===== config.mk =====
export PLATFORM = sky130hd
export DESIGN_NAME = vlr_root_stage
export DESIGN_NICKNAME = d
export VERILOG_FILES = /design/src/vlr_pkg.sv /design/src/vlr_root_stage.sv
export SDC_FILE = /design/constraint.sdc
export NUM_CORES = 1
export LEC_CHECK = 0
export BUFFER_PORTS_ARGS = -buffer_cell sky130_fd_sc_hd__clkbuf_2
export CAP_MARGIN = 20
export CORE_ASPECT_RATIO = 0.7
export CORE_MARGIN = 1.5
export CORE_UTILIZATION = 62
export CTS_BUF_LIST = sky130_fd_sc_hd__clkbuf_4 sky130_fd_sc_hd__clkbuf_8 sky130_fd_sc_hd__clkbuf_16
export CTS_CLUSTER_SIZE = 25
export DETAILED_ROUTE_END_ITERATION = 6
export HOLD_SLACK_MARGIN = 0.15
export PLACE_DENSITY = 0.93
export SLEW_MARGIN = 30
export SYNTH_ARGS = -nofsm -noshare
export SYNTH_HDL_FRONTEND = slang
export SYNTH_SLANG_ARGS = --single-unit

===== constraint.sdc =====
create_clock -name i_clk -period 23 [get_ports i_clk]
set_input_delay 4.6 -clock i_clk [delete_from_list [all_inputs] [get_ports i_clk]]
set_output_delay 4.6 -clock i_clk [all_outputs]
set_load 0.01 [all_outputs]

===== src/vlr_pkg.sv =====
package vlr_pkg;

    localparam int COMP_W      = 32;                   // vector component width
    localparam int SQ_W        = 64;                   // square / sum width
    localparam int ROOT_W      = 32;                   // integer root width
    localparam int REM_W       = ROOT_W + 2;           // partial remainder, <= 2*root
    localparam int LEN_W       = 31;                   // rounded length width
    localparam int ROOT_STEPS  = 4;                    // root bits resolved per stage
    localparam int ROOT_STAGES = ROOT_W / ROOT_STEPS;  // root pipeline depth

    // Working set of the digit-by-digit square root, carried stage to stage.
    typedef struct packed {
        logic [SQ_W-1:0]   radicand;  // bits not yet consumed, MSB first
        logic [REM_W-1:0]  rem;
        logic [ROOT_W-1:0] root;
    } t_root_state;

endpackage


===== src/vlr_root_stage.sv =====
module vlr_root_stage
    import vlr_pkg::*;
(
    input  logic        i_clk,
    input  logic        i_rst_n,
    input  logic        i_valid,
    output logic        o_ready,
    input  t_root_state i_state,
    output logic        o_valid,
    input  logic        i_ready,
    output t_root_state o_state
);

    logic             r_valid;
    t_root_state      r_state;
    t_root_state      n_state;
    logic [SQ_W-1:0]  rad;
    logic [REM_W+1:0] rem_w;
    logic [REM_W+1:0] trial;
    logic [ROOT_W-1:0] root;
    logic [REM_W-1:0] rem;

    assign o_ready = !r_valid || i_ready;

    // ROOT_STEPS iterations of the restoring square root, one root bit each
    always_comb begin
        rad   = i_state.radicand;
        rem   = i_state.rem;
        root  = i_state.root;
        rem_w = '0;
        trial = '0;
        for (int k = 0; k < ROOT_STEPS; k++) begin
            root  = {root[ROOT_W-2:0], 1'b0};
            rem_w = {rem, rad[SQ_W-1 -: 2]};
            rad   = {rad[SQ_W-3:0], 2'b00};
            trial = (REM_W+2)'({root, 1'b1});
            if (rem_w >= trial) begin
                rem_w   = rem_w - trial;
                root[0] = 1'b1;
            end
            rem = rem_w[REM_W-1:0];
        end
        n_state.radicand = rad;
        n_state.rem      = rem;
        n_state.root     = root;
    end

    always_ff @(posedge i_clk) begin
        if (!i_rst_n) begin
            r_valid <= 1'b0;
        end else if (o_ready) begin
            r_valid <= i_valid;
        end
    end

    always_ff @(posedge i_clk) begin
        if (o_ready && i_valid) begin
            r_state <= n_state;
        end
    end

    assign o_valid = r_valid;
    assign o_state = r_state;

`ifndef NO_ASSERTIONS
    // remainder never exceeds twice the partial root
    a_rem_bound: assert property (@(posedge i_clk) disable iff (!i_rst_n)
        r_valid |-> (r_state.rem <= REM_W'({r_state.root, 1'b0})))
        else $error("root stage remainder out of bound");

    // a held request stays in the stage while downstream stalls
    a_hold: assert property (@(posedge i_clk) disable iff (!i_rst_n)
        r_valid && !i_ready |=> r_valid && $stable(r_state))
        else $error("root stage dropped or altered a stalled request");

    // an accepted request shows up in the stage next cycle
    a_load: assert property (@(posedge i_clk) disable iff (!i_rst_n)
        i_valid && o_ready |=> r_valid)
        else $error("root stage lost an accepted request");
`endif

endmodule


==> key figures, run 1 <==
Synth
  • Proportion of register bits with asynchronous set or reset after synthesis: 0
  • Most used flip-flop cell after synthesis: sky130_fd_sc_hd__edfxtp_1
  • Synth top area share: 0.279
  • Yosys warnings: 0
  • Number of instances in the synthesized netlist: 1559
  • Number of different library cells in the post-synthesis netlist: 85
  • Total of flip-flops plus latches after synthesis: 123
  • Top cells by area, synth: sky130_fd_sc_hd__edfxtp_1, sky130_fd_sc_hd__ha_1, sky130_fd_sc_hd__a21oi_1
  • Number of flops mapped to enable cells by yosys: 122
  • Avg Cell Area, Syn: 8.42 sq um
  • Most frequently used cell type in the post-synthesis netlist: sky130_fd_sc_hd__a21oi_1
  • Most common library cells after synthesis: sky130_fd_sc_hd__a21oi_1, sky130_fd_sc_hd__nand2_1, sky130_fd_sc_hd__ha_1
  • Mapped Area: 13100 sq um
  • Largest area contributor in the synthesized netlist: sky130_fd_sc_hd__edfxtp_1
  • Sequential share of the synthesized area: 0.280

STA
  • Final critical path time including I/O delays and setup: 19.54 ns
  • Slew at the pin with the worst max-slew slack: 0.911 ns
  • Setup repair after global routing missed its margin: false
  • Maximum achievable frequency: 51.2 MHz
  • Final Skew: 0.0104 ns
  • Summed negative setup slack over all endpoints: 0 ns
  • Count of final setup violators: 0
  • Worst slew margin: 0.383
  • Period utilisation layout: 0.850
  • Final Hold Fails: 0
  • Max Slew Vio Count: 0

Critical path
  • Critical Path Start Type: input pin
  • Critical Path AT: 19.69 ns
  • Worst R2R Path Depth: 3
  • Type of element capturing the critical path: flip-flop
  • Setup crit end: o_state[35]
  • Worst stage delay on the critical path: 0.93 ns
  • Required time of the worst setup path: 23.15 ns
  • Crit Path Class: in2reg
  • Beginning of the critical path: i_state[6]
  • Setup slack of the worst register-to-register path: 21.04 ns
  • Slowest stage cell, crit path: sky130_fd_sc_hd__inv_2
  • Cell repeated most along the worst path: sky130_fd_sc_hd__o21ai_0
  • Critical register-to-register path startpoint: o_valid
  • Crit Path Max Fanout: 50
  • Terminus of the critical flop-to-flop path: o_state[43]

Floorplan
  • Total I/O pin count: 266
  • Core ar.: 20800 sq um
  • Std-Cell Rows: 44
  • Starting Density: 0.633
  • Die area: 22100 sq um
  • Die Width: 177 um
  • Die Span Y: 125 um

Power
  • Power consumption: 2.60 mW
  • Clock group share of total power: 0.105
  • Sequential group share of total power: 0.141
  • Internal power: 1.34 mW
  • Sw power: 1.25 mW
  • Logic gate share of total power: 0.754
  • Standby leakage power: 6.88 nW
  • Pwr Density: 172 nW/um^2
  • Sw Share: 0.482
  • Worst voltage drop across the vdd grid: 0.000146 V

Detailed routing
  • Drt first-iter violations: 2055
  • Mean routed wirelength per cell: 19.5 um
  • Total DRC errors in the routed layout: 0
  • Number of nets with antenna violations after detailed routing: 0
  • Via count: 13341
  • Met1 layer wirelength in the final routing: 16.7 mm
  • Top layer reached by signal wires: met4
  • Aggregate routed wire length: 40.3 mm
  • Met2 layer wire length in the routed design: 17.5 mm
  • Routed met3 length: 4.70 mm
  • Detailed-router iteration count before antenna repair: 6
  • Vias/cell: 6.46

Layout
  • Antenna diode count: 0
  • Util after Layout: 0.728
  • Nets: 2042
  • Layout cell share with drive strength beyond 1: 0.191
  • Area delta synth->final: 15.0%
  • Post-Layout Inst Area: 15100 sq um
  • Filler cells: 1534

Clocking
  • Max Root-Sink Buffers: 2
  • Clock slew at the register clock pins of the worst setup and hold paths: 0.06 ns
  • Clock latency on the worst-skew pair: 0.41 ns
  • CTS Root Cell: sky130_fd_sc_hd__clkbuf_16
  • Number of hold-repair buffers added at the cts stage: 0
  • Clock tree from TritonCTS: yes
  • Resized Gates After CTS: 0
  • Maximum level of the CTS H-tree: 4
  • Clock Sink Count: 123
  • Number of CTS-inserted buffers: 17
  • Postcts setup bufs: 0

Global routing
  • Global-route congestion overflow total: 0
  • Maximum number of pins on one net before global-route repair: 94
  • Global Route Usage Sum: 0.360
  • Wire length of the first global-routing pass: 63.2 mm
  • Number of global-route vias before repair: 12378
  • Number of antenna violations at the first check in global routing: 0

Min path
  • Tightest Hold Check Type: reg2reg

Placement
  • Half-perimeter wire length after detailed placement: 31.3 mm
  • Number of input and output port buffers inserted: 256
  • Routability congestion estimate from global placement: 1.01
  • DP Area: 14500 sq um

Outcome
  • Run status: finished, final reports clean

Run
  • Max-capacitance violation count: 0
[layout by cell type (no fill, tap or decap), types with 21 or more instances in the layout]
| master | Yosys | routed |
|---|---|---|
| sky130_fd_sc_hd__a21o_1 | 77 | 77 |
| sky130_fd_sc_hd__a21oi_1 | 165 | 165 |
| sky130_fd_sc_hd__clkbuf_2 | 0 | 256 |
| sky130_fd_sc_hd__edfxtp_1 | 122 | 122 |
| sky130_fd_sc_hd__ha_1 | 132 | 132 |
| sky130_fd_sc_hd__inv_1 | 93 | 93 |
| sky130_fd_sc_hd__nand2_1 | 144 | 144 |
| sky130_fd_sc_hd__nand3_1 | 26 | 26 |
| sky130_fd_sc_hd__nand4_1 | 29 | 29 |
| sky130_fd_sc_hd__nor2_1 | 117 | 117 |
| sky130_fd_sc_hd__nor2b_1 | 21 | 21 |
| sky130_fd_sc_hd__nor3_1 | 29 | 29 |
| sky130_fd_sc_hd__o21ai_0 | 114 | 114 |
| sky130_fd_sc_hd__o21bai_1 | 23 | 23 |
| sky130_fd_sc_hd__xnor2_1 | 78 | 78 |
| sky130_fd_sc_hd__xor2_1 | 37 | 37 |
[power groups by stage]
| stage | logic [mW] | registers [mW] | clock network, mW |
|---|---|---|---|
| 4_1_cts | 1.89 | 0.366 | 0.274 |
| 2_1_floorplan | 1.41 | 0.393 | 0 |
| 3_3_place_gp | 1.76 | 0.367 | 0 |
| 6_report | 1.96 | 0.366 | 0.274 |
| 5_1_grt | 2.10 | 0.369 | 0.286 |
| 3_5_place_dp | 1.84 | 0.370 | 0 |
[critical path: cells and delay by family]
family                   cells  cell delay [ns]
AO/OA/AOI/OAI               24             5.67
adder cells (fa/ha/maj)      4             1.80
buffers and inverters        8             3.34
multiplexers                 1             0.43
AND/OR/NAND/NOR             10             3.73
[state kept, by name, summed over array words and instances, names as in the netlist]
| signal | flops |
|---|---|
| o_valid | 1 |
| o_state | 122 |
[final cells by class]
class / count / area [sq um] / area share
repair buffers: 260 / 1320 / 0.0871
inverters: 95 / 357 / 0.0236
well taps: 276 / 345 / 0.0229
flip-flops and latches: 123 / 3680 / 0.244
clock buffers: 17 / 425 / 0.0282
multi-input cells: 1279 / 8800 / 0.583
clock inverters: 15 / 180 / 0.0119
[how the worst min path moves through the flow]
stage                        from  slack [ns]       to  cells after the start
after floorplan           o_valid        0.61  o_valid                      2
after global placement    o_valid        0.52  o_valid                      2
after detailed placement  o_valid        0.55  o_valid                      2
after CTS                 o_valid        0.56  o_valid                      2
after global routing      o_valid        0.59  o_valid                      2
final                     o_valid        0.56  o_valid                      2
[cell families (layout without fill, tap and decap cells)]
kind of cell | after synthesis | in the layout | share of synthesized area
AO/OA/AOI/OAI | 527 | 527 | 0.257
AND/OR/NAND/NOR | 448 | 448 | 0.161
buffers and inverters | 164 | 387 | 0.0524
adder cells (fa/ha/maj) | 132 | 132 | 0.126
flip-flops | 123 | 123 | 0.280
XOR/XNOR | 115 | 115 | 0.0767
multiplexers | 49 | 49 | 0.0456
other | 1 | 8 | 0.000286
[stage by stage]
step,hold WS (ns),setup slack [ns],cells
2_1_floorplan,0.610,7.49,1566
3_3_place_gp,0.521,4.02,2033
3_5_place_dp,0.552,3.58,2033
4_1_cts,0.560,3.95,2065
5_1_grt,0.592,2.93,2065
6_report,0.558,3.46,2065
[per-layer routing]
layer	vias up	global-route usage
li1	6179	-
met1	6121	0.501
met2	906	0.550
met3	135	0.0760
met4	0	0.131
met5	-	0
Note: power is estimated with default switching activity, not from simulation.
==> run 2, diff against run 1 <==
Settings changed: ABC_AREA from default to 1, CORE_UTILIZATION 62 to 52, PLACE_DENSITY 0.93 to 0.83.
Clock period 23 ns to 17.68 ns, I/O delays scaled along.
==> run 2 against run 1 <==
Effect of this change:
- critical path depth is 13 higher
- clock power increased by 37%
- flip-flop and latch count unchanged
- cell area is 4.4% higher
- core utilization down 12 points
- via count grew 4.9%
- setup slack better by 0.0068 ns
- synthesized cell count rose by 24%
- synthesized area is 3.9% higher
- register-to-register slack worse by 4.9 ns
- global-route usage shrank 4.7 points
- highest routed layer unchanged
==> key figures, run 2 <==
Outcome
  • Run status: finished, final reports clean (unchanged)

Detailed routing
  • Total DRC errors in the routed layout: 0 (unchanged)
  • Via count: 13998 (was 13341)
  • Mean routed wirelength per cell: 17.1 um (was 19.5 um)
  • Drt first-iter violations: 1498 (was 2055)
  • Vias/cell: 5.53 (was 6.46)
  • Detailed-router iteration count before antenna repair: 6 (unchanged)
  • Number of nets with antenna violations after detailed routing: 0 (unchanged)
  • Aggregate routed wire length: 43.3 mm (was 40.3 mm)

Synth
  • Most frequently used cell type in the post-synthesis netlist: sky130_fd_sc_hd__nand2_1 (was sky130_fd_sc_hd__a21oi_1)
  • Total of flip-flops plus latches after synthesis: 123 (unchanged)
  • Number of instances in the synthesized netlist: 1937 (was 1559)
  • Top cells by area, synth: sky130_fd_sc_hd__edfxtp_1, sky130_fd_sc_hd__nand2_1, sky130_fd_sc_hd__ha_1 (was sky130_fd_sc_hd__edfxtp_1, sky130_fd_sc_hd__ha_1, sky130_fd_sc_hd__a21oi_1)
  • Number of flops mapped to enable cells by yosys: 122 (unchanged)
  • Synth top area share: 0.268 (was 0.279)
  • Mapped Area: 13600 sq um (was 13100 sq um)
  • Number of different library cells in the post-synthesis netlist: 58 (was 85)
  • Avg Cell Area, Syn: 7.05 sq um (was 8.42 sq um)
  • Proportion of register bits with asynchronous set or reset after synthesis: 0 (unchanged)
  • Sequential share of the synthesized area: 0.270 (was 0.280)
  • Most used flip-flop cell after synthesis: sky130_fd_sc_hd__edfxtp_1 (unchanged)
  • Largest area contributor in the synthesized netlist: sky130_fd_sc_hd__edfxtp_1 (unchanged)
  • Yosys warnings: 0 (unchanged)
  • Most common library cells after synthesis: sky130_fd_sc_hd__nand2_1, sky130_fd_sc_hd__inv_1, sky130_fd_sc_hd__nor2_1 (was sky130_fd_sc_hd__a21oi_1, sky130_fd_sc_hd__nand2_1, sky130_fd_sc_hd__ha_1)

Clocking
  • Resized Gates After CTS: 0 (unchanged)
  • Postcts setup bufs: 0 (unchanged)
  • Number of hold-repair buffers added at the cts stage: 0 (unchanged)
  • Clock slew at the register clock pins of the worst setup and hold paths: 0.05 ns (was 0.06 ns)
  • Maximum level of the CTS H-tree: 4 (unchanged)
  • Clock tree from TritonCTS: yes (unchanged)
  • Clock Sink Count: 123 (unchanged)
  • Clock latency on the worst-skew pair: 0.42 ns (was 0.41 ns)
  • CTS Root Cell: sky130_fd_sc_hd__clkbuf_16 (unchanged)
  • Max Root-Sink Buffers: 2 (unchanged)
  • Number of CTS-inserted buffers: 17 (unchanged)

Global routing
  • Wire length of the first global-routing pass: 66.7 mm (was 63.2 mm)
  • Global-route congestion overflow total: 0 (unchanged)
  • Number of antenna violations at the first check in global routing: 0 (unchanged)
  • Global Route Usage Sum: 0.313 (was 0.360)
  • Number of global-route vias before repair: 12509 (was 12378)
  • Maximum number of pins on one net before global-route repair: 63 (was 94)

STA
  • Final Skew: 0.00902 ns (was 0.0104 ns)
  • Period utilisation layout: 0.804
  • Final setup margin: 3.46 ns (about the same)
  • Maximum achievable frequency: 70.3 MHz
  • Fin Hold WS: 0.558 ns (about the same)
  • Count of final setup violators: 0 (unchanged)
  • Slew at the pin with the worst max-slew slack: 0.785 ns (was 0.911 ns)
  • Summed negative setup slack over all endpoints: 0 ns (unchanged)
  • Worst slew margin: 0.476 (was 0.383)
  • Max Slew Vio Count: 0 (unchanged)
  • Final Hold Fails: 0 (unchanged)
  • Final critical path time including I/O delays and setup: 14.22 ns
  • Setup repair after global routing missed its margin: false (unchanged)

Layout
  • Max FFs per register: 122 (unchanged)
  • Area delta synth->final: 15.5% (was 15.0%)
  • Post-Layout Inst Area: 15800 sq um (was 15100 sq um)
  • Most frequent standard cell in the layout excluding fill and tap cells: sky130_fd_sc_hd__nand2_1 (was sky130_fd_sc_hd__clkbuf_2)
  • Nets: 2454 (was 2042)
  • Antenna diode count: 0 (unchanged)
  • Layout cell share with drive strength beyond 1: 0.176 (was 0.191)
  • Top library cells by usage in the layout, fill and taps aside: sky130_fd_sc_hd__nand2_1, sky130_fd_sc_hd__inv_1, sky130_fd_sc_hd__clkbuf_2 (was sky130_fd_sc_hd__clkbuf_2, sky130_fd_sc_hd__a21oi_1, sky130_fd_sc_hd__nand2_1)

Critical path
  • Crit Path Class: in2reg (unchanged)
  • Critical Path Start Type: input pin (unchanged)
  • Setup slack of the worst register-to-register path: 16.15 ns (was 21.04 ns)
  • Worst R2R Path Depth: 2 (was 3)
  • Setup crit end: o_state[44] (was o_state[35])
  • Type of element capturing the critical path: flip-flop (unchanged)
  • Worst stage delay on the critical path: 0.46 ns (was 0.93 ns)
  • Stages on the worst setup path: 60 (was 47)
  • Number of buffers and inverters on the critical path: 11 (was 8)
  • Crit Path Max Fanout: 41 (was 50)
  • Slowest stage cell, crit path: sky130_fd_sc_hd__ha_1 (was sky130_fd_sc_hd__inv_2)
  • Critical Path AT: 14.37 ns (was 19.69 ns)
  • Cell repeated most along the worst path: sky130_fd_sc_hd__nand2_1 (was sky130_fd_sc_hd__o21ai_0)
  • Required time of the worst setup path: 17.84 ns (was 23.15 ns)
  • Beginning of the critical path: i_state[0] (was i_state[6])
  • Terminus of the critical flop-to-flop path: o_state[5] (was o_state[43])
  • Cell type group with the largest total delay on the critical path: simple AND/OR/NAND/NOR gates (was compound AO/OA/AOI/OAI gates)
  • Critical register-to-register path startpoint: o_valid (unchanged)

Placement
  • Pre-CTS setup slack: 3.57 ns (was 3.58 ns)
  • DP Area: 15100 sq um (was 14500 sq um)
  • Routability congestion estimate from global placement: 0.970 (was 1.01)
  • Number of input and output port buffers inserted: 256 (unchanged)
  • Half-perimeter wire length after detailed placement: 36.1 mm (was 31.3 mm)

Power
  • Power consumption: 3.33 mW (was 2.60 mW)
  • Standby leakage power: 7.74 nW (was 6.88 nW)
  • Pwr Density: 211 nW/um^2 (was 172 nW/um^2)
  • Worst voltage drop across the vdd grid: 0.000133 V (was 0.000146 V)

Floorplan
  • Std-Cell Rows: 49 (was 44)
  • Core ar.: 25700 sq um (was 20800 sq um)
  • Die area: 27200 sq um (was 22100 sq um)
  • Die Span Y: 139 um (was 125 um)
  • Total I/O pin count: 266 (unchanged)
  • Die Width: 197 um (was 177 um)
  • Starting Density: 0.530 (was 0.633)

Min path
  • Tightest Hold Check Type: reg2reg (unchanged)

Run
  • Max-capacitance violation count: 0 (unchanged)
## run 2: cell count changes in the layout (fill, tap and decap cells not counted), moves of 27 or more
cell,delta
sky130_fd_sc_hd__inv_1,+175
sky130_fd_sc_hd__nand2_1,+369
sky130_fd_sc_hd__a21o_1,-69
sky130_fd_sc_hd__nor2_1,+38
sky130_fd_sc_hd__o21ai_0,+27
sky130_fd_sc_hd__nand3_1,+43
## run 2: final cells by class
cell class / instances / area, sq um
Fill cell: 2440 / 9980
Sequential cell: 123 / 3680
Timing Repair Buffer: 259 / 1300
Inverter: 275 / 1050
Tap cell: 331 / 414
Clock buffer: 18 / 433
Clock inverter: 14 / 201
Multi-Input combinational cell: 1512 / 8680
## run 2: worst reg2reg max path, stage by stage, from the launching register on
cell	delay, ns
sky130_fd_sc_hd__dfxtp_1	0.34
sky130_fd_sc_hd__a21oi_4	0.15
sky130_fd_sc_hd__buf_4	0.62
## run 2: where the power goes
group / leakage (nW) / internal (mW) / switching (mW)
Clock: 0.310 / 0.249 / 0.125
Combinational: 6.24 / 0.859 / 1.63
Sequential: 1.18 / 0.456 / 0.0149
## run 2: layer usage
metal / GRT usage / up-vias / part of all wire
met5: 0 / - / 0
li1: - / 6942 / -
met3: 0.0632 / 57 / 0.093
met2: 0.461 / 616 / 0.42
met4: 0.0675 / 0 / 0.015
met1: 0.471 / 6383 / 0.47
## run 2: how the worst min path moves through the flow
stage / startpoint / endpoint / cells past startpoint
after floorplan: o_valid / o_valid / 2
after global routing: o_valid / o_valid / 2
final: o_valid / o_valid / 2
after detailed placement: o_valid / o_valid / 2
after CTS: o_valid / o_valid / 2
after global placement: o_valid / o_valid / 2
## run 2: stage by stage
step / cells / utilization
after floorplan: 1944 / -
after global placement: 2500 / 0.588
after detailed placement: 2500 / 0.588
after CTS: 2532 / 0.612
after global routing: 2532 / 0.612
final: 2532 / 0.612
## run 2: cell families after synthesis
family	synth area share
AND/OR/NAND/NOR	0.277
AO/OA/AOI/OAI	0.168
buffers and inverters	0.0967
adder cells (fa/ha/maj)	0.121
flip-flops	0.270
XOR/XNOR	0.0674
other	0.000275
==> run 3, diff against run 2 <==
Settings changed: CORE_UTILIZATION 52 to 58, PLACE_DENSITY 0.83 to 0.87.
Clock period 17.68 ns to 13.5 ns, I/O delays scaled along.
==> run 3 against run 2 <==
Effect of this change:
- the run now ends with DRC left
- sequential power rose by 31%
- final cell count is 0.43% lower
- combinational power grew 36%
- routed wire length increased by 6.1%
- register-to-register slack worse by 4.2 ns
- non-clock buffer count up 8
- clock skew is 0.013 ns higher
- worst hold slack better by 0.021 ns
- via count grew 2.2%
==> key figures, run 3 (synthesized netlist as in run 2, its figures left out) <==
Global routing
  • GRT met1 Usage: 0.556 (was 0.471)
  • Maximum number of pins on one net before global-route repair: 82 (was 63)
  • Number of global-route vias before repair: 13219 (was 12509)
  • Global Route met2 Usage: 0.562 (was 0.461)
  • Wire length of the first global-routing pass: 71.8 mm (was 66.7 mm)
  • Busiest metal layer after global routing: met2 (was met1)
  • Number of antenna violations at the first check in global routing: 0 (unchanged)
  • Global Route Usage Sum: 0.375 (was 0.313)
  • Global-route congestion overflow total: 0 (unchanged)
  • Met3 demand-to-capacity share in global routing: 0.0721 (was 0.0632)

Critical path
  • Setup crit end: o_state[37] (was o_state[44])
  • Critical Path AT: 12.63 ns (was 14.37 ns)
  • Terminus of the critical flop-to-flop path: o_state[16] (was o_state[5])
  • Worst R2R Path Depth: 2 (unchanged)
  • Critical register-to-register path startpoint: o_valid (unchanged)
  • Crit Path Max Fanout: 36 (was 41)
  • Cell repeated most along the worst path: sky130_fd_sc_hd__nand2_1 (unchanged)
  • Worst stage delay on the critical path: 0.54 ns (was 0.46 ns)
  • Crit Path Class: in2reg (unchanged)
  • Type of element capturing the critical path: flip-flop (unchanged)
  • Beginning of the critical path: i_state[5] (was i_state[0])
  • Slowest stage cell, crit path: sky130_fd_sc_hd__nor3_1 (was sky130_fd_sc_hd__ha_1)
  • Required time of the worst setup path: 13.66 ns (was 17.84 ns)
  • Setup slack of the worst register-to-register path: 11.96 ns (was 16.15 ns)
  • Critical Path Start Type: input pin (unchanged)

Detailed routing
  • Number of nets with antenna violations after detailed routing: 0 (unchanged)
  • Total DRC errors in the routed layout: 1 (was 0)
  • Drt first-iter violations: 1743 (was 1498)
  • Mean routed wirelength per cell: 18.2 um (was 17.1 um)
  • Vias/cell: 5.67 (was 5.53)
  • Via count: 14306 (was 13998)
  • Detailed-router iteration count before antenna repair: 7 (was 6)
  • Aggregate routed wire length: 45.9 mm (was 43.3 mm)

Run
  • Max-capacitance violation count: 0 (unchanged)

Floorplan
  • Starting Density: 0.597 (was 0.530)
  • Die Span Y: 131 um (was 139 um)
  • Total I/O pin count: 266 (unchanged)
  • Core ar.: 22800 sq um (was 25700 sq um)
  • Die area: 24500 sq um (was 27200 sq um)
  • Std-Cell Rows: 46 (was 49)
  • Die Width: 186 um (was 197 um)

STA
  • Summed negative setup slack over all endpoints: 0 ns (unchanged)
  • Slew at the pin with the worst max-slew slack: 0.757 ns (was 0.785 ns)
  • Setup repair after global routing missed its margin: false (unchanged)
  • Final Skew: 0.0216 ns (was 0.00902 ns)
  • Max Slew Vio Count: 0 (unchanged)
  • Final setup margin: 1.03 ns (was 3.46 ns)
  • Final critical path time including I/O delays and setup: 12.47 ns
  • Final Hold Fails: 0 (unchanged)
  • Maximum achievable frequency: 80.2 MHz
  • Count of final setup violators: 0 (unchanged)
  • Period utilisation layout: 0.924
  • Worst slew margin: 0.496 (was 0.476)

Power
  • Pwr Density: 283 nW/um^2 (was 211 nW/um^2)
  • Worst voltage drop across the vdd grid: 0.000272 V (was 0.000133 V)
  • Power consumption: 4.47 mW (was 3.33 mW)
  • Standby leakage power: 7.76 nW (was 7.74 nW)

Placement
  • Placed cells: 2489 (was 2500)
  • Number of input and output port buffers inserted: 256 (unchanged)
  • Half-perimeter wire length after detailed placement: 38.0 mm (was 36.1 mm)
  • Routability congestion estimate from global placement: 0.991 (was 0.970)
  • Pre-CTS setup slack: 0.953 ns (was 3.57 ns)

Outcome
  • Run status: complete, but fails checks (was finished, final reports clean)
  • Violated checks: DRC

Layout
  • Filler-free cell count of the finished design: 2521 (was 2532)
  • Nets: 2462 (was 2454)
  • Max FFs per register: 122 (unchanged)
  • Area delta synth->final: 15.6% (was 15.5%)
  • Antenna diode count: 0 (unchanged)
  • Most frequent standard cell in the layout excluding fill and tap cells: sky130_fd_sc_hd__nand2_1 (unchanged)
  • Top library cells by usage in the layout, fill and taps aside: sky130_fd_sc_hd__nand2_1, sky130_fd_sc_hd__inv_1, sky130_fd_sc_hd__clkbuf_2 (unchanged)
  • Layout cell share with drive strength beyond 1: 0.181 (was 0.176)

Clocking
  • Clock latency on the worst-skew pair: 0.44 ns (was 0.42 ns)
  • Clock Sink Count: 123 (unchanged)
  • Clock tree from TritonCTS: yes (unchanged)
  • Max Root-Sink Buffers: 2 (unchanged)
  • Number of CTS-inserted buffers: 17 (unchanged)
  • Clock slew at the register clock pins of the worst setup and hold paths: 0.05 ns (about the same)
  • Number of hold-repair buffers added at the cts stage: 0 (unchanged)
  • Postcts setup bufs: 0 (unchanged)
  • Maximum level of the CTS H-tree: 4 (unchanged)
  • Resized Gates After CTS: 0 (unchanged)
  • CTS Root Cell: sky130_fd_sc_hd__clkbuf_16 (unchanged)

Min path
  • Tightest Hold Check Type: reg2reg (unchanged)
run 3: cell types whose count changed in the layout (fill, tap and decap cells not counted), moves of 2 or more:
cell / delta
sky130_fd_sc_hd__buf_4: +7
sky130_fd_sc_hd__bufinv_16: -2
sky130_fd_sc_hd__clkinv_1: -3
sky130_fd_sc_hd__inv_6: +3
run 3: area by class of cell:
cell class | count | area, sq um
Multi-Input combinational cell | 1512 | 8680
Fill cell | 2017 | 7070
Sequential cell | 123 | 3680
Timing Repair Buffer | 267 | 1370
Inverter | 275 | 1050
Clock buffer | 19 | 440
Tap cell | 312 | 390
Clock inverter | 13 | 168
run 3: through the flow:
stage / utilization / hold WS [ns] / instance area [sq um]
6_report: 0.691 / 0.580 / 15800
5_1_grt: 0.691 / 0.628 / 15800
4_1_cts: 0.690 / 0.587 / 15800
3_5_place_dp: 0.664 / 0.578 / 15200
3_3_place_gp: 0.664 / 0.536 / 15200
2_1_floorplan: - / 0.595 / 13700
run 3: worst min-delay path by stage:
stage                          to    start  cells past startpoint
after global placement    o_valid  o_valid                      2
after CTS                 o_valid  o_valid                      2
final                     o_valid  o_valid                      2
after detailed placement  o_valid  o_valid                      2
after global routing      o_valid  o_valid                      2
after floorplan           o_valid  o_valid                      2
run 3: critical path: cells and delay by family:
kind                       cells  cell delay (ns)
adders and majority gates      4             1.56
buffers and inverters         11             1.66
and+or+nand+nor               41             6.01
AOI/OAI and AO/OA              4             0.59
run 3: where the power goes:
group	internal (mW)	leakage, nW	switching (mW)	total [mW]
registers	0.597	1.18	0.0209	0.618
clock network	0.296	0.295	0.178	0.474
logic	1.14	6.28	2.24	3.38
run 3: routing by layer:
metal | routed length [um] | vias up
met4 | 712 | 0
met5 | 0 | -
met1 | 21100 | 6498
met2 | 18900 | 780
li1 | - | 6965
met3 | 5210 | 63
